==> src/rtl/crc8fc_pkg.sv <==
// Shared types, constants and the CRC-8 byte update for the CRC-8 frame checker.
// Used by every module of the block; depends on nothing.
`timescale 1ns / 1ps

package crc8fc_pkg;

   localparam int unsigned CsrAddrWidth = 3;
   localparam int unsigned CsrDataWidth = 32;

   localparam logic [CsrAddrWidth-1:0] CSR_ADDR_POLY = 3'd0;

   localparam logic [7:0] POLY_RESET      = 8'h1D;
   localparam logic [7:0] HEADER_XOR      = 8'hFF;
   localparam logic [7:0] COUNT_MAX       = 8'hFF;
   localparam logic [7:0] MIN_FRAME_BYTES = 8'd5;

   localparam logic [2:0] STATUS_OK     = 3'd0;
   localparam logic [2:0] STATUS_SHORT  = 3'd1;
   localparam logic [2:0] STATUS_HEADER = 3'd2;
   localparam logic [2:0] STATUS_LENGTH = 3'd3;
   localparam logic [2:0] STATUS_CRC    = 3'd4;

   typedef struct packed {
      logic       frame_ok;
      logic [2:0] frame_status;
   } verdict_type;

   function automatic logic [7:0] crc8_absorb(input logic [7:0] crc, input logic [7:0] data,
                                              input logic [7:0] poly);
      logic [7:0] v;
      v = crc ^ data;
      for (int k = 0; k < 8; k++) begin
         if (v[7]) begin
            v = {v[6:0], 1'b0} ^ poly;
         end else begin
            v = {v[6:0], 1'b0};
         end
      end
      return v;
   endfunction

endpackage

==> src/rtl/crc8fc_csr.sv <==
// APB-style register port holding the CRC-8 generator polynomial.
// Depends on crc8fc_pkg.
`timescale 1ns / 1ps

module crc8fc_csr
   import crc8fc_pkg::*;
(
   input  logic                    clock,
   input  logic                    reset,
   input  logic                    csr_psel,
   input  logic                    csr_penable,
   input  logic                    csr_pwrite,
   input  logic [CsrAddrWidth-1:0] csr_paddr,
   input  logic [CsrDataWidth-1:0] csr_pwdata,
   output logic [CsrDataWidth-1:0] csr_prdata,
   output logic                    csr_pready,
   output logic [7:0]              crc_polynomial
);

   logic [7:0] poly_ff;
   logic [7:0] poly_in;
   logic       wr_poly;

   assign csr_pready = 1'b1;
   assign wr_poly = csr_psel && csr_penable && csr_pwrite && csr_pready &&
                    (csr_paddr == CSR_ADDR_POLY);

   always_comb begin
      poly_in = poly_ff;
      if (wr_poly) begin
         poly_in = csr_pwdata[7:0];
      end
   end

   always_ff @(posedge clock) begin
      if (reset) begin
         poly_ff <= POLY_RESET;
      end else begin
         poly_ff <= poly_in;
      end
   end

   always_comb begin
      csr_prdata = '0;
      if (csr_paddr == CSR_ADDR_POLY) begin
         csr_prdata = {{(CsrDataWidth-8){1'b0}}, poly_ff};
      end
   end

   assign crc_polynomial = poly_ff;

endmodule

==> src/rtl/crc8fc_frame.sv <==
// Per-frame state (running CRC, byte count, header, length field) and verdict logic.
// Depends on crc8fc_pkg.
`timescale 1ns / 1ps

module crc8fc_frame
   import crc8fc_pkg::*;
(
   input  logic        clock,
   input  logic        reset,
   input  logic        step,
   input  logic [7:0]  rx_byte,
   input  logic        end_of_frame,
   input  logic [7:0]  crc_polynomial,
   output verdict_type verdict
);

   logic [7:0] crc_ff,   crc_in;
   logic [7:0] count_ff, count_in;
   logic [7:0] first_ff, first_in;
   logic       hdr_ff,   hdr_in;
   logic [7:0] len_ff,   len_in;
   logic [7:0] count_next;
   logic       hdr_now;
   logic [7:0] len_now;

   assign count_next = (count_ff == COUNT_MAX) ? COUNT_MAX : count_ff + 8'd1;
   assign hdr_now    = (count_ff == 8'd1) ? ((first_ff ^ rx_byte) == HEADER_XOR) : hdr_ff;
   assign len_now    = (count_ff == 8'd2) ? rx_byte : len_ff;

   always_comb begin
      verdict.frame_status = STATUS_OK;
      if (count_next < MIN_FRAME_BYTES) begin
         verdict.frame_status = STATUS_SHORT;
      end else if (!hdr_now) begin
         verdict.frame_status = STATUS_HEADER;
      end else if (len_now != count_next) begin
         verdict.frame_status = STATUS_LENGTH;
      end else if (rx_byte != crc_ff) begin
         verdict.frame_status = STATUS_CRC;
      end
      verdict.frame_ok = (verdict.frame_status == STATUS_OK);
   end

   always_comb begin
      crc_in   = crc_ff;
      count_in = count_ff;
      first_in = first_ff;
      hdr_in   = hdr_ff;
      len_in   = len_ff;
      if (step) begin
         if (end_of_frame) begin
            crc_in   = '0;
            count_in = '0;
            first_in = '0;
            hdr_in   = 1'b0;
            len_in   = '0;
         end else begin
            crc_in   = crc8_absorb(crc_ff, rx_byte, crc_polynomial);
            count_in = count_next;
            hdr_in   = hdr_now;
            len_in   = len_now;
            if (count_ff == 8'd0) begin
               first_in = rx_byte;
            end
         end
      end
   end

   always_ff @(posedge clock) begin
      if (reset) begin
         crc_ff   <= '0;
         count_ff <= '0;
         first_ff <= '0;
         hdr_ff   <= 1'b0;
         len_ff   <= '0;
      end else begin
         crc_ff   <= crc_in;
         count_ff <= count_in;
         first_ff <= first_in;
         hdr_ff   <= hdr_in;
         len_ff   <= len_in;
      end
   end

endmodule

==> src/rtl/crc8_frame_checker_unit.sv <==
// Top level of the CRC-8 frame checker: input register, frame logic, result register.
// Depends on crc8fc_pkg, crc8fc_csr and crc8fc_frame.
//
//   channel  direction  tdata / tuser                         tlast
//   req_     in         tdata[7:0] rx_byte                    end_of_frame
//   rsp_     out        tdata[0] frame_ok, [3:1] frame_status  -
//   csr_     in/out     register 0 at 0x0: crc_polynomial     -
//
// One byte per cycle unless a marked byte stalls; its verdict is offered from the result register.
// The input register feeds the CRC update and verdict logic; the result register holds
// a verdict until rsp_tready. Bytes keep flowing while a verdict waits; only a marked
// byte stalls behind an untaken verdict. Reset is synchronous and clears all frame state.
`timescale 1ns / 1ps

module crc8_frame_checker_unit
   import crc8fc_pkg::*;
(
   input  logic                    clock,
   input  logic                    reset,
   input  logic                    req_tvalid,
   output logic                    req_tready,
   input  logic [7:0]              req_tdata,   // [7:0] rx_byte
   input  logic                    req_tlast,
   output logic                    rsp_tvalid,
   input  logic                    rsp_tready,
   output logic [7:0]              rsp_tdata,   // [0] frame_ok, [3:1] frame_status, [7:4] zero
   input  logic                    csr_psel,
   input  logic                    csr_penable,
   input  logic                    csr_pwrite,
   input  logic [CsrAddrWidth-1:0] csr_paddr,
   input  logic [CsrDataWidth-1:0] csr_pwdata,
   output logic [CsrDataWidth-1:0] csr_prdata,
   output logic                    csr_pready
);

   logic        in_vld_ff, in_vld_in;
   logic [7:0]  in_byte_ff, in_byte_in;
   logic        in_last_ff, in_last_in;
   logic        out_vld_ff, out_vld_in;
   verdict_type out_ff, out_in;
   verdict_type verdict;
   logic [7:0]  poly;
   logic        out_free;
   logic        step;

   crc8fc_csr u_csr (
      .clock          (clock),
      .reset          (reset),
      .csr_psel       (csr_psel),
      .csr_penable    (csr_penable),
      .csr_pwrite     (csr_pwrite),
      .csr_paddr      (csr_paddr),
      .csr_pwdata     (csr_pwdata),
      .csr_prdata     (csr_prdata),
      .csr_pready     (csr_pready),
      .crc_polynomial (poly)
   );

   crc8fc_frame u_frame (
      .clock          (clock),
      .reset          (reset),
      .step           (step),
      .rx_byte        (in_byte_ff),
      .end_of_frame   (in_last_ff),
      .crc_polynomial (poly),
      .verdict        (verdict)
   );

   assign out_free   = !out_vld_ff || rsp_tready;
   assign step       = in_vld_ff && (!in_last_ff || out_free);
   assign req_tready = !in_vld_ff || step;

   always_comb begin
      in_vld_in  = in_vld_ff && !step;
      in_byte_in = in_byte_ff;
      in_last_in = in_last_ff;
      if (req_tvalid && req_tready) begin
         in_vld_in  = 1'b1;
         in_byte_in = req_tdata;
         in_last_in = req_tlast;
      end
   end

   always_comb begin
      out_vld_in = out_vld_ff && !rsp_tready;
      out_in     = out_ff;
      if (step && in_last_ff) begin
         out_vld_in = 1'b1;
         out_in     = verdict;
      end
   end

   always_ff @(posedge clock) begin
      if (reset) begin
         in_vld_ff  <= 1'b0;
         out_vld_ff <= 1'b0;
      end else begin
         in_vld_ff  <= in_vld_in;
         out_vld_ff <= out_vld_in;
      end
      in_byte_ff <= in_byte_in;
      in_last_ff <= in_last_in;
      out_ff     <= out_in;
   end

   assign rsp_tvalid = out_vld_ff;
   assign rsp_tdata  = {4'b0000, out_ff.frame_status, out_ff.frame_ok};

endmodule

==> config.mk <==
export PLATFORM = sky130hd
export DESIGN_NAME = crc8_frame_checker_unit
export DESIGN_NICKNAME = d
export VERILOG_FILES = /design/src/rtl/crc8fc_pkg.sv /design/src/rtl/crc8fc_csr.sv /design/src/rtl/crc8fc_frame.sv /design/src/rtl/crc8_frame_checker_unit.sv
export SDC_FILE = /design/constraint.sdc
export NUM_CORES = 1
export LEC_CHECK = 0
export BUFFER_PORTS_ARGS = -buffer_cell sky130_fd_sc_hd__buf_4
export CORE_ASPECT_RATIO = 0.8
export CORE_UTILIZATION = 50
export DETAILED_ROUTE_END_ITERATION = 16
export GPL_ROUTABILITY_DRIVEN = 0
export GPL_TIMING_DRIVEN = 0
export PLACE_DENSITY = 0.74
export SYNTH_ARGS = -nofsm -noshare
export SYNTH_HDL_FRONTEND = slang
export SYNTH_SLANG_ARGS = --single-unit
export TNS_END_PERCENT = 20
==> constraint.sdc <==
create_clock -name clock -period 4.6 [get_ports clock]
set_input_delay 0.46 -clock clock [delete_from_list [all_inputs] [get_ports clock]]
set_output_delay 0.46 -clock clock [all_outputs]
set_load 0.005 [all_outputs]
==> metrics.yaml <==
outcome: "complete, no violations"
nNetsFinal: 657
total_power_uw: 1880
wirelength_um: 11400
yosysMostFrequentCell: "nand2_1"
cts_buffers: 5
dpl.hpwl_um: 8680
drive_gt1_share_pct: 17.7
intPower_uw: 1200
p_leak_uw: 0.00227
min_from: "req_tdata[6]"
yosys-top-cells-count: "nand2_1 (55), nor2_1 (52), dfxtp_1 (43), buf_4 (35), xnor2_1 (30)"
path_cells: "xor2_2 -> buf_6 -> a21oi_2 -> nor2_1 -> o32ai_1 -> a2111o_1 -> nand2_1 -> o311ai_0 -> nor3_1 -> o211ai_1 -> nand3_1 -> xnor3_1 -> o31ai_1"
p_clk_share_pct: 17.3
ys.flop_type: "dfxtp_1"
core_mm2: 0.00860
yosys.area.top_type_share_pct: 19.1
drt_iter0_drc: 378
die_y_um: 86.9
r2r_setup_slack_ns: 0.31
hold_end: "in_byte_ff[6]$_DFFE_PP_"
track_usage_pct: 24.6
antenna_found_initial: 0
nFillCells: 746
fmax_mhz: 233
fin_skew_ns: 0.0133
maxCapViolCount: 0
wl_per_cell_um: 16.0
rr_worst_depth: 13
holdCritPathClass: "in2reg"
cp.arrival_ns: 4.50
tightest_slew_ns: 1.20
clkSinkCount: 56
grt_pass1_wl_um: 18100
synthesis.instances: 528
first_pass_iters: 5
holdBufCountCts: 0
p_per_area_mw_per_mm2: 365
peakVddDrop_mv: 0.183
async_flop_share_pct: 0
synthMuxAreaShare_pct: 4.17
rsz0062_at_grt: "false"
synth_top_family_by_area: "simple AND/OR/NAND/NOR gates"
cts.clk_slew.worst_paths_ns: 0.11
placementRows: 30
relSlewSlack_pct: 19.5
synth_edf_count: 13
ys_seq_elements: 56
start_kind: "register"
drtAntennaViolNets: 0
areaGrowthSynthToFinish_pct: 14.5
switching_share_pct: 36.4
initial_core_util_pct: 52.4
num_vias: 4195
cts_root_buf: "clkbuf_8"
ioPinCount: 94
synth_xor_xnor_area_share_pct: 17.5
cts_max_level: 2
grt_max_degree: 18
end_kind: "register"
setup-tns-final_ns: 0
utilization_pct: 60.0
r2r_start: "in_byte_ff[7]$_DFFE_PP_"
synth-simple-area-share_pct: 21.2
finalCritPeriodShare_pct: 93.3
route.detailed.drc: 0
dieArea_mm2: 0.00940
design_area_mm2: 0.00516
p_sw_uw: 685
cpPeakStageDelay_ns: 0.53
slew_violations: 0
yosysWarnings: 0
portBuffers: 40
synth_compound_area_share_pct: 19.4
grt_pass1_vias: 3669
synthAdderAreaFrac_pct: 1.11
worstSkewPairLatency_ns: 0.31
crit_slowest_cell: "edfxtp_1"
netlist_area_mm2: 0.00451
r2r-end: "u_frame.crc_ff[3]$_SDFFE_PP0P_"
combPwrFrac_pct: 53.4
worstPathMaxFanout: 10
place_ws_ns: 0.453
cts_tree: "done"
seq_power_share_pct: 29.3
layout_setup_ws_ns: 0.310
cp.required_ns: 4.81
period_minus_slack_ns: 4.29
avgSynthCellArea_um2: 8.53
placed_cell_area_mm2: 0.00505
finalSetupViolCount: 0
synth_top_cell_by_area: "dfxtp_1"
synth_cell_type_count: 69
grt_overflow_total: 0
hold_violations: 0
ys_seq_area_share_pct: 27.8
worstHoldPathCells: 1
crit_type: "reg2reg"
ctsResizeCount: 0
die_w_um: 108
postCtsSetupBuffers: 0
synth.area.top_cells: "dfxtp_1 (19%), edfxtp_1 (8.7%), buf_4 (5.8%)"
clk_path_buf_depth: 2
diodes: 0
via_per_inst: 5.87
[routing by layer]
| metal | vias to the layer above | share of wire [%] | GRT usage, % |
|---|---|---|---|
| met5 | - | 0 | 0 |
| met4 | 0 | 1.5 | 6.97 |
| met3 | 21 | 11 | 5.39 |
| met2 | 235 | 43 | 37.0 |
| met1 | 1955 | 44 | 35.3 |
| li1 | 1984 | - | - |
[sequential cells by signal, summed over array words and instances (netlist names)]
register / count
in_last_ff: 1
in_vld_ff: 1
u_frame.hdr_ff: 1
u_frame.first_ff: 8
rsp_tdata: 4
u_frame.count_ff: 8
rsp_tvalid: 1
in_byte_ff: 8
u_frame.crc_ff: 8
u_frame.len_ff: 8
u_csr.crc_polynomial: 8
[cells by family after synthesis]
logic type,after synthesis
other,2
multiplexers,18
XOR/XNOR,66
AND/OR/NAND/NOR,200
adder cells (fa/ha/maj),4
flip-flops,56
AO/OA/AOI/OAI,116
buffers and inverters,66
[how the worst max path moves through the flow]
stage                                  from                        endpoint  cells after the start
floorplan           in_byte_ff[7]$_DFFE_PP_  u_frame.crc_ff[4]$_SDFFE_PP0P_                     13
global placement    in_byte_ff[7]$_DFFE_PP_  u_frame.crc_ff[7]$_SDFFE_PP0P_                     13
detailed placement  in_byte_ff[7]$_DFFE_PP_  u_frame.crc_ff[4]$_SDFFE_PP0P_                     13
CTS                 in_byte_ff[7]$_DFFE_PP_  u_frame.crc_ff[3]$_SDFFE_PP0P_                     13
global route        in_byte_ff[7]$_DFFE_PP_  u_frame.crc_ff[3]$_SDFFE_PP0P_                     13
finish              in_byte_ff[7]$_DFFE_PP_  u_frame.crc_ff[3]$_SDFFE_PP0P_                     13
[critical path: cells and delay by family, from the launching register on]
family,cells,cell delay (ns)
flip-flops,1,0.53
buffers and inverters,1,0.19
AO/OA/AOI/OAI,6,1.53
AND/OR/NAND/NOR,4,1.24
XOR/XNOR,2,0.69
[area by class of cell]
class | instances | area, um^2 | area share (%)
Buffer | 56 | 353 | 6.84
Multi-Input combinational cell | 433 | 2970 | 57.5
Clock inverter | 3 | 42.5 | 0.825
Tap cell | 112 | 140 | 2.72
Sequential cell | 56 | 1250 | 24.3
Timing Repair Buffer | 40 | 300 | 5.82
Clock buffer | 5 | 68.8 | 1.33
Inverter | 10 | 37.5 | 0.728
[cell usage in the layout (no fill, tap or decap), types with 13 or more instances in the layout]
cell	Yosys	routed
a21oi_1	17	17
edfxtp_1	13	13
o21ai_0	14	14
clkbuf_1	17	17
dfxtp_1	43	43
nand3_1	25	25
conb_1	2	29
nor2_1	52	52
xnor2_1	30	30
xor2_1	21	21
buf_4	35	75
a22oi_1	21	21
nand2_1	55	55
mux2i_1	15	15
and2_1	13	13
[stage by stage]
stage / instances / hold WS, ns
after global routing: 715 / 0.296
after global placement: 707 / 0.455
after detailed placement: 707 / 0.470
final: 715 / 0.314
after CTS: 715 / 0.309
after floorplan: 555 / 0.445
[power groups by stage]
stage | registers [uW] | logic, uW | clock network (uW)
floorplan | 555 | 820 | 0
global placement | 561 | 964 | 0
detailed placement | 562 | 985 | 0
CTS | 551 | 990 | 332
global route | 555 | 1100 | 352
finish | 552 | 1000 | 326
(Power assumes the default switching activity.)
